**src/hdl/cpr_pkg.sv**
```systemverilog
// Shared types and constants for the clock page replacement unit.
package cpr_pkg;

  localparam int unsigned CapacityDefault = 64;

  localparam logic [2:0] OP_INSERT = 3'd0;
  localparam logic [2:0] OP_LOOKUP = 3'd1;
  localparam logic [2:0] OP_SETPIN = 3'd2;
  localparam logic [2:0] OP_DIRTY  = 3'd3;
  localparam logic [2:0] OP_REMOVE = 3'd4;
  localparam logic [2:0] OP_VICTIM = 3'd5;

  localparam logic [1:0] ST_OK        = 2'd0;
  localparam logic [1:0] ST_NOT_FOUND = 2'd1;
  localparam logic [1:0] ST_FULL      = 2'd2;
  localparam logic [1:0] ST_EMPTY     = 2'd3;

  // Commands from the controller to the datapath.
  typedef struct packed {
    logic load;       // capture the input beat, clear scan pointer
    logic scan_step;  // read entry at scan pointer, advance it
    logic hand_step;  // victim sweep step at the hand
    logic rescan;     // restart scan from index 0 for unpinned search
    logic apply;      // perform the update for the found entry
    logic move_step;  // second step of remove: fill hole from last
    logic emit;       // drive the result beat
  } cpr_cmd_t;

  // Status from the datapath to the controller.
  typedef struct packed {
    logic match;      // current scan entry holds the tag
    logic scan_end;   // scan pointer reached entry count
    logic empty;      // list is empty
    logic ref_set;    // reference bit at the hand is set
    logic lap_done;   // next hand position is its start
    logic unpinned;   // current scan entry is unpinned
    logic [2:0] op;   // captured operation
  } cpr_stat_t;

endpackage

```
**src/hdl/cpr_ctrl.sv**
```systemverilog
// Controller state machine for the clock page replacement unit.
module cpr_ctrl (
  input  logic              clk,
  input  logic              rst_n,
  input  logic              start,
  output logic              busy,
  input  cpr_pkg::cpr_stat_t stat,
  output cpr_pkg::cpr_cmd_t  cmd
);

  typedef enum logic [2:0] {
    S_IDLE, S_DECODE, S_SCAN, S_SWEEP, S_PINSCAN, S_APPLY, S_MOVE, S_EMIT
  } state_t;

  state_t state_r, state_nxt;

  always_comb begin
    state_nxt = state_r;
    cmd = '0;
    case (state_r)
      S_IDLE: begin
        if (start) begin
          cmd.load = 1'b1;
          state_nxt = S_DECODE;
        end
      end
      S_DECODE: begin
        if (stat.op == cpr_pkg::OP_VICTIM) begin
          state_nxt = stat.empty ? S_EMIT : S_SWEEP;
        end else if (stat.op > cpr_pkg::OP_VICTIM) begin
          state_nxt = S_EMIT;
        end else begin
          state_nxt = S_SCAN;
        end
      end
      S_SCAN: begin
        if (stat.scan_end) begin
          state_nxt = S_APPLY;
        end else if (stat.match) begin
          state_nxt = S_APPLY;
        end else begin
          cmd.scan_step = 1'b1;
        end
      end
      S_SWEEP: begin
        cmd.hand_step = 1'b1;
        if (!stat.ref_set) begin
          state_nxt = S_EMIT;
        end else if (stat.lap_done) begin
          cmd.rescan = 1'b1;
          state_nxt = S_PINSCAN;
        end
      end
      S_PINSCAN: begin
        if (stat.scan_end || stat.unpinned) begin
          state_nxt = S_EMIT;
        end else begin
          cmd.scan_step = 1'b1;
        end
      end
      S_APPLY: begin
        cmd.apply = 1'b1;
        state_nxt = (stat.op == cpr_pkg::OP_REMOVE && !stat.scan_end) ? S_MOVE : S_EMIT;
      end
      S_MOVE: begin
        cmd.move_step = 1'b1;
        state_nxt = S_EMIT;
      end
      S_EMIT: begin
        cmd.emit = 1'b1;
        state_nxt = S_IDLE;
      end
      default: state_nxt = S_IDLE;
    endcase
  end

  always_ff @(posedge clk) begin
    if (!rst_n) begin
      state_r <= S_IDLE;
    end else begin
      state_r <= state_nxt;
    end
  end

  assign busy = (state_r != S_IDLE);

  a_emit_once: assert property (@(posedge clk) disable iff (!rst_n)
    cmd.emit |=> !cmd.emit)
    else $error("emit held for two cycles");
  a_load_idle: assert property (@(posedge clk) disable iff (!rst_n)
    cmd.load |=> busy)
    else $error("not busy after load");
  a_move_after_apply: assert property (@(posedge clk) disable iff (!rst_n)
    cmd.move_step |-> $past(cmd.apply))
    else $error("move without apply");

endmodule

```
**src/hdl/cpr_dp.sv**
```systemverilog
// Datapath of the clock page replacement unit: tag memory, flag vectors, hand.
module cpr_dp #(
  parameter int unsigned CAPACITY = cpr_pkg::CapacityDefault
) (
  input  logic              clk,
  input  logic              rst_n,
  input  logic [2:0]        in_operation,
  input  logic [31:0]       in_page_id,
  input  logic              in_pin_state,
  input  cpr_pkg::cpr_cmd_t  cmd,
  output cpr_pkg::cpr_stat_t stat,
  output logic              out_valid,
  output logic              out_hit,
  output logic [31:0]       out_result_page,
  output logic              out_result_dirty,
  output logic              out_result_pinned,
  output logic [1:0]        out_status
);

  localparam int unsigned IW = (CAPACITY > 1) ? $clog2(CAPACITY) : 1;
  localparam int unsigned CW = $clog2(CAPACITY + 1);
  localparam logic [CW-1:0] CapC = CW'(CAPACITY);

  // Tag store: one write port and one registered read port. The read address is
  // the next scan pointer, so tag_q holds the entry at scan_r; during the apply
  // step it fetches the last entry instead, for the move of a remove.
  logic [31:0] tag_mem [CAPACITY];
  logic [31:0] tag_q;
  logic [CAPACITY-1:0] ref_r, pin_r, dirty_r;
  logic [CAPACITY-1:0] ref_nxt, pin_nxt, dirty_nxt;
  logic [CW-1:0] count_r;
  logic [IW-1:0] hand_r, start_r, ptr_r, idx_r;
  logic [CW-1:0] scan_r, scan_nxt;
  logic [2:0]  op_r;
  logic [31:0] page_r;
  logic        pin_in_r;
  logic        found_r, swept_r, full_r;
  logic        fdirty_r, fpin_r;
  logic        hit_r, dirty_o_r, pin_o_r;
  logic        hit_nxt, dirty_o_nxt, pin_o_nxt;
  logic [31:0] rpage_r, rpage_nxt;
  logic [1:0]  st_r, st_nxt;
  logic        valid_r;
  logic        ins_ok;
  logic [IW-1:0] scan_idx, last_idx, hand_inc, rd_idx;

  assign scan_idx = scan_r[IW-1:0];
  assign last_idx = IW'(count_r - CW'(1));
  assign hand_inc = (CW'(hand_r) + CW'(1) >= count_r) ? '0 : hand_r + IW'(1);
  assign ins_ok   = cmd.apply && stat.scan_end && (op_r == cpr_pkg::OP_INSERT) &&
                    (count_r < CapC);
  assign rd_idx   = cmd.apply ? last_idx : scan_nxt[IW-1:0];

  assign stat.match    = (scan_r < count_r) && (tag_q == page_r);
  assign stat.scan_end = (scan_r >= count_r);
  assign stat.empty    = (count_r == '0);
  assign stat.ref_set  = ref_r[ptr_r];
  assign stat.lap_done = (hand_inc == start_r);
  assign stat.unpinned = (scan_r < count_r) && !pin_r[scan_idx];
  assign stat.op       = op_r;

  // Scan pointer: point it at the victim when the sweep stops so its tag is read.
  always_comb begin
    scan_nxt = scan_r;
    if (cmd.load) begin
      scan_nxt = '0;
    end else if (cmd.rescan) begin
      scan_nxt = '0;
    end else if (cmd.hand_step && !ref_r[ptr_r]) begin
      scan_nxt = CW'(ptr_r);
    end else if (cmd.scan_step) begin
      scan_nxt = scan_r + CW'(1);
    end
  end

  always_comb begin
    ref_nxt   = ref_r;
    pin_nxt   = pin_r;
    dirty_nxt = dirty_r;
    if (cmd.hand_step) ref_nxt[ptr_r] = 1'b0;
    if (cmd.apply && !stat.scan_end) begin
      case (op_r)
        cpr_pkg::OP_LOOKUP: ref_nxt[scan_idx]   = 1'b1;
        cpr_pkg::OP_SETPIN: pin_nxt[scan_idx]   = pin_in_r;
        cpr_pkg::OP_DIRTY:  dirty_nxt[scan_idx] = 1'b1;
        default: ;
      endcase
    end
    if (ins_ok) begin
      ref_nxt[count_r[IW-1:0]]   = 1'b0;
      pin_nxt[count_r[IW-1:0]]   = 1'b0;
      dirty_nxt[count_r[IW-1:0]] = 1'b0;
    end
    if (cmd.move_step) begin
      ref_nxt[idx_r]      = ref_r[last_idx];
      pin_nxt[idx_r]      = pin_r[last_idx];
      dirty_nxt[idx_r]    = dirty_r[last_idx];
      ref_nxt[last_idx]   = 1'b0;
      pin_nxt[last_idx]   = 1'b0;
      dirty_nxt[last_idx] = 1'b0;
    end
  end

  always_ff @(posedge clk) begin
    if (!rst_n) begin
      ref_r   <= '0;
      pin_r   <= '0;
      dirty_r <= '0;
      count_r <= '0;
      hand_r  <= '0;
      scan_r  <= '0;
      valid_r <= 1'b0;
      found_r <= 1'b0;
      swept_r <= 1'b0;
    end else begin
      valid_r <= cmd.emit;
      ref_r   <= ref_nxt;
      pin_r   <= pin_nxt;
      dirty_r <= dirty_nxt;
      scan_r  <= scan_nxt;
      if (cmd.load) begin
        op_r     <= in_operation;
        page_r   <= in_page_id;
        pin_in_r <= in_pin_state;
        found_r  <= 1'b0;
        swept_r  <= 1'b0;
        if (CW'(hand_r) >= count_r) begin
          hand_r  <= '0;
          start_r <= '0;
          ptr_r   <= '0;
        end else begin
          start_r <= hand_r;
          ptr_r   <= hand_r;
        end
      end
      if (cmd.hand_step) begin
        hand_r <= hand_inc;
        ptr_r  <= hand_inc;
        if (!ref_r[ptr_r]) found_r <= 1'b1;
      end
      // Every bit was set and the sweep cleared it; search for first unpinned.
      if (cmd.rescan) swept_r <= 1'b1;
      if (cmd.apply) begin
        idx_r    <= scan_idx;
        found_r  <= !stat.scan_end;
        full_r   <= stat.scan_end && (count_r >= CapC);
        fdirty_r <= stat.scan_end ? 1'b0 :
                    (op_r == cpr_pkg::OP_DIRTY) ? 1'b1 : dirty_r[scan_idx];
        fpin_r   <= stat.scan_end ? 1'b0 :
                    (op_r == cpr_pkg::OP_SETPIN) ? pin_in_r : pin_r[scan_idx];
        if (ins_ok) count_r <= count_r + CW'(1);
      end
      if (cmd.move_step) begin
        count_r <= count_r - CW'(1);
        if (CW'(hand_r) >= count_r - CW'(1)) hand_r <= '0;
      end
    end
  end

  // Tag memory: append on insert, move last into hole on remove.
  always_ff @(posedge clk) begin
    if (ins_ok) begin
      tag_mem[count_r[IW-1:0]] <= page_r;
    end else if (cmd.move_step) begin
      tag_mem[idx_r] <= tag_q;
    end
    tag_q <= tag_mem[rd_idx];
  end

  // Result beat contents.
  always_comb begin
    hit_nxt     = 1'b0;
    rpage_nxt   = page_r;
    dirty_o_nxt = fdirty_r;
    pin_o_nxt   = fpin_r;
    st_nxt      = cpr_pkg::ST_OK;
    if (op_r == cpr_pkg::OP_VICTIM) begin
      if (count_r == '0) begin
        rpage_nxt   = '0;
        st_nxt      = cpr_pkg::ST_EMPTY;
        dirty_o_nxt = 1'b0;
        pin_o_nxt   = 1'b0;
      end else if (found_r || (swept_r && !stat.scan_end)) begin
        hit_nxt     = 1'b1;
        rpage_nxt   = tag_q;
        dirty_o_nxt = dirty_r[scan_idx];
        pin_o_nxt   = pin_r[scan_idx];
      end else begin
        rpage_nxt   = '0;
        st_nxt      = cpr_pkg::ST_NOT_FOUND;
        dirty_o_nxt = 1'b0;
        pin_o_nxt   = 1'b0;
      end
    end else if (op_r > cpr_pkg::OP_VICTIM) begin
      rpage_nxt   = '0;
      st_nxt      = cpr_pkg::ST_NOT_FOUND;
      dirty_o_nxt = 1'b0;
      pin_o_nxt   = 1'b0;
    end else if (found_r) begin
      hit_nxt = 1'b1;
    end else if (op_r == cpr_pkg::OP_INSERT) begin
      if (full_r) st_nxt = cpr_pkg::ST_FULL;
    end else begin
      st_nxt = cpr_pkg::ST_NOT_FOUND;
    end
  end

  always_ff @(posedge clk) begin
    if (cmd.emit) begin
      hit_r     <= hit_nxt;
      rpage_r   <= rpage_nxt;
      dirty_o_r <= dirty_o_nxt;
      pin_o_r   <= pin_o_nxt;
      st_r      <= st_nxt;
    end
  end

  assign out_valid         = valid_r;
  assign out_hit           = hit_r;
  assign out_result_page   = rpage_r;
  assign out_result_dirty  = dirty_o_r;
  assign out_result_pinned = pin_o_r;
  assign out_status        = st_r;

  a_count_cap: assert property (@(posedge clk) disable iff (!rst_n)
    count_r <= CapC)
    else $error("entry count past capacity");
  a_hand_range: assert property (@(posedge clk) disable iff (!rst_n)
    (CW'(hand_r) < count_r) || (hand_r == '0))
    else $error("hand past end of list");
  a_hit_ok: assert property (@(posedge clk) disable iff (!rst_n)
    valid_r && hit_r |-> st_r == cpr_pkg::ST_OK)
    else $error("hit with bad status");

endmodule

```
**src/hdl/clock_page_replacement_unit.sv**
```systemverilog
// Top level of the clock page replacement unit.
// Start beat to result strobe: named ops decode, scan up to the tag (to the entry count
// when absent), apply and emit; remove of a resident tag adds a move step.
// Select victim: decode, sweep and scan steps, emit; worst a full lap, then a scan from 0.
// One item at a time; busy drops as the strobe rises, and the receiver cannot stall.
// Reset (synchronous, rst_n low) empties the list, clears all flags and the hand.
module clock_page_replacement_unit #(
  parameter int unsigned CAPACITY = cpr_pkg::CapacityDefault
) (
  input  logic        clk,
  input  logic        rst_n,
  input  logic        start,
  output logic        busy,
  input  logic [2:0]  in_operation,
  input  logic [31:0] in_page_id,
  input  logic        in_pin_state,
  output logic        out_valid,
  output logic        out_hit,
  output logic [31:0] out_result_page,
  output logic        out_result_dirty,
  output logic        out_result_pinned,
  output logic [1:0]  out_status
);

  cpr_pkg::cpr_cmd_t  cmd;
  cpr_pkg::cpr_stat_t stat;
  logic               start_ok;

  // Ignore a start beat while the unit is busy; only an idle unit takes it.
  assign start_ok = start & ~busy;

  cpr_ctrl u_ctrl (
    .clk   (clk),
    .rst_n (rst_n),
    .start (start_ok),
    .busy  (busy),
    .stat  (stat),
    .cmd   (cmd)
  );

  cpr_dp #(.CAPACITY(CAPACITY)) u_dp (
    .clk               (clk),
    .rst_n             (rst_n),
    .in_operation      (in_operation),
    .in_page_id        (in_page_id),
    .in_pin_state      (in_pin_state),
    .cmd               (cmd),
    .stat              (stat),
    .out_valid         (out_valid),
    .out_hit           (out_hit),
    .out_result_page   (out_result_page),
    .out_result_dirty  (out_result_dirty),
    .out_result_pinned (out_result_pinned),
    .out_status        (out_status)
  );

endmodule
```
**config.mk**
```make
export PLATFORM = sky130hd
export DESIGN_NAME = clock_page_replacement_unit
export DESIGN_NICKNAME = d
export VERILOG_FILES = /design/src/hdl/cpr_pkg.sv /design/src/hdl/cpr_ctrl.sv /design/src/hdl/cpr_dp.sv /design/src/hdl/clock_page_replacement_unit.sv
export SDC_FILE = /design/constraint.sdc
export NUM_CORES = 2
export LEC_CHECK = 0
export BUFFER_PORTS_ARGS = -buffer_cell sky130_fd_sc_hd__buf_4
export CAP_MARGIN = 20
export CELL_PAD_IN_SITES_DETAIL_PLACEMENT = 0
export CELL_PAD_IN_SITES_GLOBAL_PLACEMENT = 1
export CORE_AREA = 2 2 555 557
export CTS_BUF_LIST = sky130_fd_sc_hd__clkbuf_2 sky130_fd_sc_hd__clkbuf_4 sky130_fd_sc_hd__clkbuf_8
export DETAILED_ROUTE_END_ITERATION = 10
export DIE_AREA = 0 0 557 559
export PLACE_DENSITY = 0.54
export SLEW_MARGIN = 25
export SYNTH_ARGS = -nofsm -noshare
export SYNTH_HDL_FRONTEND = slang
export SYNTH_HIERARCHICAL = 1
export SYNTH_SLANG_ARGS = --single-unit
export TNS_END_PERCENT = 5
```
**constraint.sdc**
```tcl
create_clock -name clk -period 6.9 [get_ports clk]
set_input_delay 0 -clock clk [delete_from_list [all_inputs] [get_ports clk]]
set_output_delay 0 -clock clk [all_outputs]
set_load 0.03 [all_outputs]
```
Yosys cells after proc, flatten, opt, wreduce, memory -nomap -nowiden
Memory sizes are Yosys's and may differ from the RTL's. A register that Yosys moved wholly into a read port is not among the register bits.
Cells that the tools add are included.
- register bits: 312
- memory bits (writable): 2048
- input bits: 39
- output and inout port bits: 39
- word-level logic and storage cells: 235
- memories: 1
- memories (memory ; words ; width ; rd ports ; clocked after memory_dff ; write ports ; line ; RTL):
    u_dp.tag_mem ; 64 ; 32 ; 1 ; 1 ; 1 ; cpr_dp.sv:27 ; logic [31:0] tag_mem [CAPACITY];
- $add $sub $neg: 5
- $lt $le $gt $ge: 18
- equal/unequal tests: 18
- muxes and demuxes: 118
- bitwise gates (word level): 15
- reduce and logical (&&, ||, !) cells: 35
- operators with widths (kind ; number):
    $mux 64 ; 13
    $and 64x64->64 ; 7
    $bwmux 64 ; 4
    $not 64->64 ; 3
    $mux 32 ; 5
    $or 64x64->64 ; 2
    $mux 6 ; 14
    $mux 1 ; 50
    $bmux 1 s6 ; 6
    $lt 6x7->1 const B ; 5
    $eq 32x32->1 ; 1
    $reduce_or 32->1 ; 1
    $demux 1 s6 ; 5
    $ge 6x1->1 const B ; 5
    $mux 3 ; 9
    $pmux 3 s8 ; 1
    $mux 7 ; 3
    $eq 3x3->1 const B ; 6
    $logic_and 1x1->1 ; 15
    $add 7x1->7 const B ; 2
    $ge 6x7->1 ; 2
    $ge 7x7->1 ; 2
    $mux 2 ; 7
    $eq 3x2->1 const B ; 4
    25 further kinds ; 37

Logic depth before layout (Yosys ltp)
- word-level depth: 16
- depth in mapped cells: 30
- gate-level depth less buffers: 23

Hierarchy
The synthesis kept the hierarchy.
- modules (own cells, without submodules) (module ; times used ; cells an instance ; area each (µm²) ; sequential area each (µm²)):
    cpr_dp ; 1 ; 7320 ; 99882.0 ; 69266.4
    cpr_ctrl ; 1 ; 42 ; 319.1 ; 60.1
    clock_page_replacement_unit ; 1 ; 1 ; 13.8 ; 0.0

Least setup slack after synthesis
OpenSTA, ideal clock, no wires.
- kind: flip-flop to flip-flop
- start point: register u_dp.count_r[4]
- end point: memory u_dp.tag_mem[0][0], enable pin
- library setup time: 0.502 ns
- arrival: 5.742 ns
- data required time: 6.398 ns
- path slack: 0.656 ns
- cell stages (with the launch flop): 13
- buffers on the path: 3
- period minus slack after synthesis: 6.244 ns
- cell sequence: dfxtp_1 -> clkbuf_1 -> clkinv_1 -> ha_1 -> a21oi_1 -> nor2b_1 -> o21ai_0 -> a41o_1 -> and2_1 -> clkbuf_1 -> o21ai_0 -> clkbuf_1 -> nor4_1
- longest elaborated chain between the ends: 8
- elaborated cells between the ends (all ways): 12
- classes of those cells: 2 x order compare; 6 x mux; 4 x reduce/logical
- RTL lines (item ; line ; RTL):
    from (decl) ; cpr_dp.sv:31 ; logic [CW-1:0] count_r;
    from (signal assigned) ; cpr_dp.sv:151 ; if (ins_ok) count_r <= count_r + CW'(1);
    from (signal assigned) ; cpr_dp.sv:154 ; count_r <= count_r - CW'(1);
    $ge 7x7->1 ; cpr_dp.sv:55 ; assign stat.scan_end = (scan_r >= count_r);
    $logic_and 1x1->1 (3 in a row) ; cpr_dp.sv:50 ; assign ins_ok = cmd.apply && stat.scan_end && (op_r == cpr_pkg::OP_INSERT) &&
    $mux 1 ; cpr_dp.sv:162 ; if (ins_ok) begin
    $mux 1 (not written as such) ; cpr_dp.sv:165 ; tag_mem[idx_r] <= tag_q;
    $reduce_or 32->1 (no source line) ; n/a ;
    $mux 6 (no source line) / $mux 1 (equally long branches) ; n/a ;
    to (decl) ; cpr_dp.sv:27 ;
Parallel ways exist; a longest one is shown, timed or not.

==> impl_metrics.json <==
{
  "outcome": "finished, final reports clean",
  "cpMaxStageDelayCell": "or4_1",
  "gp_congestion": 0.957,
  "hold_viol_final": 0,
  "finalClockSkew_ns": 0.0933,
  "drtAntennaViolNets": 0,
  "dp_slack_ns": -0.441,
  "worstHoldStart": "in_page_id[12]",
  "max_slew_margin_pct": 18.3,
  "tightest_slew_ns": 1.22,
  "die_y_um": 559,
  "slowest_delay_ns": 0.72,
  "hp-class": "input port to flip-flop",
  "grt_pass1_vias": 67600,
  "worstSetupPathType": "flip-flop to flip-flop",
  "synth_flop_cell": "edfxtp_1",
  "reg2regPathDepth": 27,
  "cts_made_buffers": 406,
  "final_cell_mix": "edfxtp_1 (2142), mux2i_1 (739), a21oi_1 (594), buf_4 (522), o21ai_0 (467)",
  "num-fill-cells": 28600,
  "drive_gt1_share_pct": 17.3,
  "drv_slew": 0,
  "viasPerCell": 5.73,
  "cts.sinks": 2392,
  "finalSetupViolCount": 0,
  "dp_hpwl_um": 240000,
  "antenna_found_initial": 22,
  "regToRegEndpoint": "u_dp/tag_q[19]$_DFF_P_",
  "syn_nets": 7433,
  "r2r_start": "u_dp/scan_r[1]$_SDFF_PN0_",
  "synth-seq-cells": 2392,
  "yosysSeqAreaShare_pct": 69.2,
  "rrSetupSlack_ns": 0.16,
  "peakVddDrop_v": 0.000352,
  "syn_to_final_growth_pct": 18.0,
  "endpoint_kind": "flip-flop",
  "fin_nets": 8012,
  "mostFrequentLayoutCell": "edfxtp_1",
  "vias": 71000,
  "syn-cell-area_um2": 100000,
  "chipWidth_um": 557,
  "synthArstFlopShare_pct": 0,
  "rsz0062_at_grt": "no",
  "setup.worst_path.start_class": "flip-flop",
  "port_buffers": 77,
  "crit_path_max_fanout": 31,
  "grt_max_degree": 133,
  "routed_wl_um": 393000,
  "fin_setup_tns_ns": 0,
  "syn-instance-count": 7363,
  "overflow": 0,
  "clkTransAtPathRegs_ns": 0.07,
  "post-route-period-util_pct": 97.8,
  "power.density_nw_per_um2": 363,
  "min_path_cells": 3,
  "finalPower_mw": 42.9,
  "synth_edf_count": 2142,
  "setup_ws_ns": 0.155,
  "post_drt_wl_per_cell_um": 31.8,
  "h-tree-depth": 5,
  "crit_family": "buffers and inverters",
  "drv_cap": 0,
  "whs_endpoint": "u_dp/page_r[12]$_DFFE_PP_",
  "initial_core_util_pct": 32.9,
  "worst-path-buf-inv": 10,
  "clk_latency_ns": 1.10,
  "arrival_ns": 7.71,
  "multiInputGateArea_um2": 29500,
  "rows": 203,
  "grt_first_pass_wirelength_um": 540000,
  "leakage_nw": 38.1,
  "post-route-min-period_ns": 6.74,
  "clockBufferDepth": 4,
  "cpMostUsedCell": "buf_4",
  "synth_cell_type_count": 85,
  "cp.required_ns": 7.86,
  "die-area_um2": 311000,
  "cts_setup_buffers": 0,
  "post-route-drc-count": 0,
  "coreArea_um2": 305000,
  "syn_area_per_cell_um2": 13.6,
  "ios": 78,
  "dr.pass1.iters": 9,
  "track_usage_pct": 24.4,
  "seq_area_um2": 69300,
  "ys_warn_count": 6,
  "cts_tree": "yes",
  "drt_iter0_markers": 8844,
  "clock.fmax_ghz": 0.148,
  "clock-root-buffer": "clkbuf_8"
}
-- synthesized netlist by cell type, types with 16 or more instances --
| master | n | area [µm²] |
|---|---|---|
| mux2_1 | 49 | 552 |
| nor4_1 | 74 | 463 |
| nor2b_1 | 16 | 100 |
| nand3_1 | 377 | 1890 |
| a21oi_1 | 595 | 2980 |
| buf_1 | 52 | 195 |
| edfxtp_1 | 2142 | 64300 |
| o22a_1 | 199 | 1740 |
| ha_1 | 31 | 388 |
| o21ai_0 | 469 | 2350 |
| mux2i_1 | 739 | 7400 |
| a211oi_1 | 83 | 623 |
| or4_1 | 30 | 225 |
| nor2_1 | 409 | 1540 |
| nand4_1 | 22 | 138 |
| a2111oi_0 | 61 | 534 |
| inv_1 | 31 | 116 |
| a22oi_1 | 38 | 285 |
| nand2_1 | 406 | 1520 |
| a31o_1 | 18 | 158 |
| buf_2 | 102 | 510 |
| o22ai_1 | 249 | 1560 |
| a31oi_1 | 94 | 588 |
| a2111o_1 | 26 | 293 |
| or3_1 | 75 | 469 |
| xnor2_1 | 52 | 455 |
| a22o_1 | 38 | 333 |
| dfxtp_1 | 250 | 5000 |
| nor3_1 | 109 | 546 |
| clkbuf_1 | 333 | 1250 |
| and2_1 | 20 | 125 |
-- metrics by stage --
stage	cell area (µm²)	instances	hold WS (ns)	util, %
2_1_floorplan	100000	7363	0.0989	-
3_3_place_gp	109000	11600	0.180	35.8
3_5_place_dp	109000	11600	0.179	35.9
4_1_cts	118000	12400	0.0747	38.8
5_1_grt	118000	12400	0.165	38.8
6_report	118000	12400	0.182	38.8
-- worst min-delay path, cell delays in order --
cell and delay [ns]:
dlygate4sd3_1 0.52, buf_4 0.10, dlygate4sd3_1 0.53
-- flip-flops by register name, indices dropped and copies added, names as in the netlist, 2 cells and up --
register / flops
u_dp/out_result_page: 32
u_dp/out_status: 2
u_ctrl/state_r: 3
u_dp/tag_q: 32
u_dp/op_r: 3
u_dp/scan_r: 7
u_dp/ptr_r: 6
u_dp/page_r: 32
u_dp/ref_r: 64
u_dp/count_r: 7
u_dp/idx_r: 6
u_dp/start_r: 6
u_dp/pin_r: 64
u_dp/dirty_r: 64
u_dp/tag_mem: 2048
u_dp/hand_r: 6
-- layout make-up --
type,instances,area share [%]
antenna,10,0.0212
clock buffer,570,5.86
clock inverter,159,0.855
inverter,34,0.108
multi-input combinational,4436,25.0
sequential,2392,58.6
tap,4100,4.34
timing repair buffer,672,5.24
-- cell families after synthesis --
kind of cell / synth area share, %
compound gates: 12.1
flops: 69.2
mux: 8.18
simple gates: 7.44
buf+inv: 2.19
fa+ha+maj: 0.387
xor+xnor: 0.481
-- where the power goes --
group          total [mW]  switching, mW  internal [mW]
combinational        13.1           8.76           4.35
clock                12.7           6.00           6.72
sequential           17.1          0.593           16.5
-- how the worst max path moves through the flow --
| stage | from | to | cells past startpoint | slack [ns] |
|---|---|---|---|---|
| after floorplan | u_dp/count_r[4]$_SDFFE_PN0P_ | u_dp/tag_mem[0][0]$_DFFE_PP_ | 12 | 0.66 |
| after global placement | u_dp/hand_r[0]$_SDFF_PN0_ | u_dp/tag_q[12]$_DFF_P_ | 23 | -0.63 |
| after detailed placement | u_dp/hand_r[0]$_SDFF_PN0_ | u_dp/tag_q[12]$_DFF_P_ | 23 | -0.44 |
| after CTS | u_dp/hand_r[0]$_SDFF_PN0_ | u_dp/tag_q[12]$_DFF_P_ | 23 | 0.05 |
| after global routing | u_dp/hand_r[0]$_SDFF_PN0_ | u_dp/tag_q[19]$_DFF_P_ | 27 | 0.02 |
| final | u_dp/scan_r[1]$_SDFF_PN0_ | u_dp/tag_q[19]$_DFF_P_ | 27 | 0.16 |
-- per-layer routing --
layer	wire length (µm)	global-route usage, %	share of wire [%]	vias up
met4	12100	7.55	3.1	4
met1	174000	35.3	44	36600
met3	32200	4.02	8.2	674
met5	25	0	0.0064	-
met2	175000	37.1	44	3580
li1	-	-	-	30100
-- timing repair --
action	CTS	global route
hold endpoints to repair	288	0
endpoints found under the setup margin	19	22
resized for setup	6	10
hold buffers	76	0
Power figures use the tool's default switching activity.
